--- src/rtl/core/efrc_pkg.sv ---
`timescale 1ns / 1ps
`default_nettype none

package efrc_pkg;

  localparam logic [7:0] CH_OPEN    = 8'h3C;
  localparam logic [7:0] CH_CLOSE   = 8'h3E;
  localparam logic [7:0] CH_ESC     = 8'h3D;
  localparam logic [7:0] CH_ROUTE   = 8'h6F;
  localparam logic [7:0] CH_ENABLE  = 8'h45;
  localparam logic [7:0] CH_DISABLE = 8'h65;

  localparam logic [4:0] HEX_NONE = 5'h1F;

  typedef enum logic [1:0] {
    KIND_ROUTE = 2'd0,
    KIND_ON    = 2'd1,
    KIND_OFF   = 2'd2,
    KIND_NONE  = 2'd3
  } cmd_kind_t;

  // ASCII hex digit to 0..15, HEX_NONE (-1) otherwise
  function automatic logic [4:0] hex_value(input logic [7:0] c);
    logic [4:0] v;
    if (c >= 8'h30 && c <= 8'h39) begin
      v = 5'(c - 8'h30);
    end else if (c >= 8'h41 && c <= 8'h46) begin
      v = 5'(c - 8'h37);
    end else if (c >= 8'h61 && c <= 8'h66) begin
      v = 5'(c - 8'h57);
    end else begin
      v = HEX_NONE;
    end
    return v;
  endfunction

endpackage

`default_nettype wire

--- src/rtl/core/escaped_frame_route_commander_unit.sv ---
`timescale 1ns / 1ps
`default_nettype none
// An accepted input word has its result word in the output register in the cycle after it is accepted.
// Throughput: one word per cycle unless stalled; frame state updates in the accept cycle.
// The output register frees in the cycle it is taken, so stall passes back only when full.
// Reset (rst_n low, synchronous): idle, no escape, no payload, relays enabled,
// output register empty.
module escaped_frame_route_commander_unit #(
  parameter int ROUTE_ENTRIES = 8
) (
  input  wire logic              clk,
  input  wire logic              rst_n,
  input  wire logic              in_valid,
  output logic                   in_stall,
  input  wire logic [7:0]        in_rx_byte,
  output logic                   out_valid,
  input  wire logic              out_stall,
  output logic [7:0]             out_echo_byte,
  output logic                   out_cmd_done,
  output efrc_pkg::cmd_kind_t    out_cmd_kind,
  output logic                   out_map_written,
  output logic [2:0]             out_out_index,
  output logic signed [4:0]      out_in_value,
  output logic                   out_relays_on
);
  import efrc_pkg::*;

  logic       accept;
  logic       frame_active_r, frame_active_nxt;
  logic       escape_r, escape_nxt;
  logic [1:0] byte_count_r, byte_count_nxt;
  logic [7:0] fb0_r, fb1_r, fb2_r;
  logic       relay_en_r, relay_en_nxt;

  logic       out_valid_r;
  logic [7:0] echo_r;
  logic       done_r, done_nxt;
  cmd_kind_t  kind_r, kind_nxt;
  logic       written_r, written_nxt;
  logic [2:0] oidx_r, oidx_nxt;
  logic [4:0] ival_r, ival_nxt;

  logic [4:0] hex_o;
  logic [4:0] hex_v;
  logic       store;

  assign in_stall = out_valid_r && out_stall;
  assign accept   = in_valid && !in_stall;

  assign hex_o = (byte_count_r >= 2'd2) ? hex_value(fb1_r) : HEX_NONE;
  assign hex_v = (byte_count_r == 2'd3) ? hex_value(fb2_r) : HEX_NONE;

  always_comb begin
    frame_active_nxt = frame_active_r;
    escape_nxt       = escape_r;
    byte_count_nxt   = byte_count_r;
    relay_en_nxt     = relay_en_r;
    done_nxt         = 1'b0;
    kind_nxt         = KIND_ROUTE;
    written_nxt      = 1'b0;
    oidx_nxt         = 3'd0;
    ival_nxt         = 5'd0;
    store            = 1'b0;
    if (!frame_active_r) begin
      if (in_rx_byte == CH_OPEN) begin
        frame_active_nxt = 1'b1;
        byte_count_nxt   = 2'd0;
        escape_nxt       = 1'b0;
      end
    end else if (!escape_r && in_rx_byte == CH_OPEN) begin
      byte_count_nxt = 2'd0;
    end else if (!escape_r && in_rx_byte == CH_CLOSE) begin
      frame_active_nxt = 1'b0;
      done_nxt         = 1'b1;
      if (byte_count_r == 2'd0) begin
        kind_nxt = KIND_NONE;
      end else if (fb0_r == CH_ROUTE) begin
        kind_nxt = KIND_ROUTE;
        if (hex_o != HEX_NONE && 32'(hex_o) < ROUTE_ENTRIES) begin
          written_nxt = 1'b1;
          oidx_nxt    = hex_o[2:0];
          ival_nxt    = hex_v;
        end
      end else if (fb0_r == CH_ENABLE) begin
        kind_nxt     = KIND_ON;
        relay_en_nxt = 1'b1;
      end else if (fb0_r == CH_DISABLE) begin
        kind_nxt     = KIND_OFF;
        relay_en_nxt = 1'b0;
      end else begin
        kind_nxt = KIND_NONE;
      end
    end else if (!escape_r && in_rx_byte == CH_ESC) begin
      escape_nxt = 1'b1;
    end else begin
      if (byte_count_r != 2'd3) begin
        store          = 1'b1;
        byte_count_nxt = byte_count_r + 2'd1;
      end
      escape_nxt = 1'b0;
    end
  end

  always_ff @(posedge clk) begin
    if (!rst_n) begin
      frame_active_r <= 1'b0;
      escape_r       <= 1'b0;
      byte_count_r   <= 2'd0;
      relay_en_r     <= 1'b1;
    end else if (accept) begin
      frame_active_r <= frame_active_nxt;
      escape_r       <= escape_nxt;
      byte_count_r   <= byte_count_nxt;
      relay_en_r     <= relay_en_nxt;
    end
  end

  always_ff @(posedge clk) begin
    if (accept && store) begin
      case (byte_count_r)
        2'd0:    fb0_r <= in_rx_byte;
        2'd1:    fb1_r <= in_rx_byte;
        default: fb2_r <= in_rx_byte;
      endcase
    end
  end

  always_ff @(posedge clk) begin
    if (!rst_n) begin
      out_valid_r <= 1'b0;
    end else if (accept) begin
      out_valid_r <= 1'b1;
    end else if (!out_stall) begin
      out_valid_r <= 1'b0;
    end
  end

  always_ff @(posedge clk) begin
    if (accept) begin
      echo_r    <= in_rx_byte;
      done_r    <= done_nxt;
      kind_r    <= kind_nxt;
      written_r <= written_nxt;
      oidx_r    <= oidx_nxt;
      ival_r    <= ival_nxt;
    end
  end

  assign out_valid       = out_valid_r;
  assign out_echo_byte   = echo_r;
  assign out_cmd_done    = done_r;
  assign out_cmd_kind    = kind_r;
  assign out_map_written = written_r;
  assign out_out_index   = oidx_r;
  assign out_in_value    = ival_r;
  assign out_relays_on   = relay_en_r;

endmodule

`default_nettype wire

--- config.mk ---
export PLATFORM = sky130hd
export DESIGN_NAME = escaped_frame_route_commander_unit
export DESIGN_NICKNAME = d
export VERILOG_FILES = /design/src/rtl/core/efrc_pkg.sv /design/src/rtl/core/escaped_frame_route_commander_unit.sv
export SDC_FILE = /design/constraint.sdc
export NUM_CORES = 1
export LEC_CHECK = 0
export BUFFER_PORTS_ARGS = -buffer_cell sky130_fd_sc_hd__buf_2
export CORE_MARGIN = 2
export CORE_UTILIZATION = 54
export DETAILED_ROUTE_END_ITERATION = 6
export PLACE_DENSITY = 0.85
export SYNTH_ARGS = -nofsm -noshare
export SYNTH_HDL_FRONTEND = slang
export SYNTH_SLANG_ARGS = --single-unit
--- constraint.sdc ---
create_clock -name clk -period 3.15 [get_ports clk]
set_input_delay 0.63 -clock clk [delete_from_list [all_inputs] [get_ports clk]]
set_output_delay 0.63 -clock clk [all_outputs]
set_load 0.005 [all_outputs]
==> flow_summary.toml <==
[outcome]
status = "completed"

[place]
dp.cells = 243
port_buffers = 34
place.gp.congestion = 0.828
hpwl_mm = 2.79

[route]
drt-total-wl_mm = 3.70
drc = 0
vias_per_cell = 5.43
post_drt_wl_per_cell_um = 14.7
first_pass_iters = 5
drtIter0Drc = 63
drtAntennaViolNets = 0
vias = 1364

[timing]
drv_slew = 0
tightest_slew_ns = 0.468
fin_skew_ns = 0.00870
timing_hold_violations_final = 0
finalCritPeriodShare = 0.627
slew_headroom = 0.685
whs_ns = 0.484
min_period_ns = 1.97
max_freq_ghz = 0.506
rsz0062_at_grt = "false"
setup_viol = 0
setup_tns_ns = 0

[clocking]
ctsResizeCount = 0
clk_latency_ns = 0.30
hold_buffers = 0
cts-root-buf = "clkbuf_8"
cts_tree = "yes"
clockBufferDepth = 2
numCtsBuffers = 5
cts_sinks = 50
h-tree-depth = 2
post_cts.repair.setup_buffers = 0
clkTransAtPathRegs_ns = 0.09

[cells_and_area]
nets = 222
nFillCells = 303
seq_area_mm2 = 0.00144
n_antenna_cell = 0
multi_input_area_um2 = 707
area_delta_synth_final_pct = 14.8
instances_no_fill = 251
drive_gt1_frac = 0.259

[grt]
grt_pass1_wl_mm = 6.18
grt_util_all_layers = 0.188
gr-max-usage-layer = "met2"
use_met3 = 0.0500
grtUsageMet2 = 0.333
grt_antenna_before_repair = 0
grt_overflow = 0
first_global_vias = 1366
grt_max_degree = 26
met1_usage = 0.215

[floorplanning]
num_rows = 23
die_y_um = 67.8
die_w_um = 67.8
coreArea_mm2 = 0.00394
floorplan.initialDensity = 0.557
dieArea_mm2 = 0.00459
ioPinCount = 35

[logic_synthesis]
avgSynthCellArea_um2 = 13.9
ys_seq_area_frac = 0.656
synthFlopType = "edfxtp_1"
synth_cell_types = 40
ys_top_cells_by_area = "edfxtp_1 60%, ha_1 5.7%, dfxtp_1 5.5%"
synth.net_count = 180
synth-seq-cells = 50
synthCells = 158
synthTopCellsByCount = "44 x edfxtp_1, 13 x a21oi_1, 10 x ha_1, 10 x nand2_1"
synthArstFlopShare = 0
yosysWarnings = 0
yosysTopAreaCellShare = 0.602
yosysMostFrequentCell = "edfxtp_1"
synth_edf_count = 44
syn-cell-area_mm2 = 0.00220
synth_top_area_cell = "edfxtp_1"

[min_path]
min_path_type = "flip-flop to flip-flop"
hold_depth = 2
min_from = "out_relays_on$_SDFFE_PN1P_"
holdPathEnd = "out_relays_on$_SDFFE_PN1P_"

[setup_path]
endpoint_kind = "flip-flop"
r2r_setup_slack_ns = 1.28
path_class = "input pin to flip-flop"
worstReg2RegEnd = "byte_count_r[1]$_SDFFE_PN0P_"
reg2reg_from = "escape_r$_SDFFE_PN0P_"
ff2ff_path_depth = 5
crit_fanout = 10
cp_data_arrival_time_ns = 2.13
start_kind = "input pin"
worstPathRequired_ns = 3.31

[job]
max_cap_violations = 0

[power]
p_leak_nw = 0.957
ir_worst_vdd_uv = 317
powerDensity_mw_per_mm2 = 450
fin_total_pwr_mw = 1.13
registers in the layout, indices dropped and copies added, names as in the netlist, 2 cells and up:
signal and flops:
out_echo_byte 8, fb1_r 8, out_out_index 3, byte_count_r 2
out_in_value 5, fb2_r 8, out_cmd_kind 2, fb0_r 8
cells in the final DEF (no fill, tap or decap), types with 2 or more instances in the layout:
| master | Yosys | final |
|---|---|---|
| nand4_4 | 2 | 2 |
| dfxtp_1 | 6 | 6 |
| inv_1 | 9 | 9 |
| clkbuf_8 | 0 | 5 |
| buf_2 | 0 | 34 |
| a21boi_0 | 2 | 2 |
| xnor2_1 | 3 | 3 |
| nor4_1 | 2 | 2 |
| mux2i_1 | 4 | 4 |
| and2_1 | 3 | 3 |
| edfxtp_1 | 44 | 44 |
| nand4_1 | 3 | 3 |
| buf_4 | 0 | 2 |
| nand2_1 | 10 | 10 |
| ha_1 | 10 | 10 |
| nand3_1 | 4 | 4 |
| o21bai_1 | 2 | 2 |
| o21ai_0 | 5 | 5 |
| o21a_1 | 3 | 3 |
| nand4bb_1 | 2 | 2 |
| nor3b_1 | 2 | 2 |
| nor2_1 | 9 | 9 |
| a21oi_1 | 13 | 13 |
worst max-delay path by stage:
stage,startpoint,endpoint,slack [ns]
2_1_floorplan,in_valid,fb2_r[0]$_DFFE_PP_,0.21
3_3_place_gp,in_rx_byte[0],out_in_value[0]$_SDFFCE_PP0P_,0.90
3_5_place_dp,in_rx_byte[0],out_in_value[1]$_SDFFCE_PP0P_,0.85
4_1_cts,in_rx_byte[0],out_in_value[1]$_SDFFCE_PP0P_,1.17
5_1_grt,in_rx_byte[4],fb0_r[1]$_DFFE_PP_,1.07
6_report,in_rx_byte[0],out_in_value[3]$_SDFFCE_PP0P_,1.18
power by group:
part | switching, mW | internal [mW] | total (mW)
Combinational | 0.0303 | 0.0190 | 0.0494
Clock | 0.194 | 0.153 | 0.347
Sequential | 0.00365 | 0.734 | 0.738
worst max-delay path, stage by stage:
cell and delay [ns]:
buf_2 0.16, or4_4 0.53, or3_4 0.41, clkinv_4 0.08, nand4_4 0.15, a21oi_1 0.17
area by class of cell:
type                    count  share of cell area
multi-input cells          97               0.281
well taps                  50              0.0248
clock buffers               6              0.0288
clock inverters             2             0.00348
repair buffers             36              0.0735
inverters                  10              0.0169
flip-flops and latches     50               0.572
kinds of logic (layout without fill, tap and decap cells):
group                    Yosys count  count (layout)  synth area share
flip-flops                        50              50             0.656
AND/OR/NAND/NOR                   47              47             0.138
AO/OA/AOI/OAI                     32              32            0.0912
buffers and inverters             11              54            0.0216
adder cells (fa/ha/maj)           10              10            0.0570
multiplexers                       5               5            0.0234
XOR/XNOR                           3               3            0.0120
per-stage QoR:
step	area (um^2)	util	setup slack, ns
after global routing	2520	0.639	1.07
after CTS	2520	0.639	1.17
after floorplan	2200	-	0.209
after detailed placement	2440	0.619	0.852
after global placement	2440	0.619	0.901
final	2520	0.639	1.18
per-layer routing:
layer	share of wire	vias up
li1	-	679
met1	0.41	639
met2	0.53	39
met3	0.048	7
met4	0.017	0
met5	0	-
Note: power is estimated with default switching activity, not from simulation.
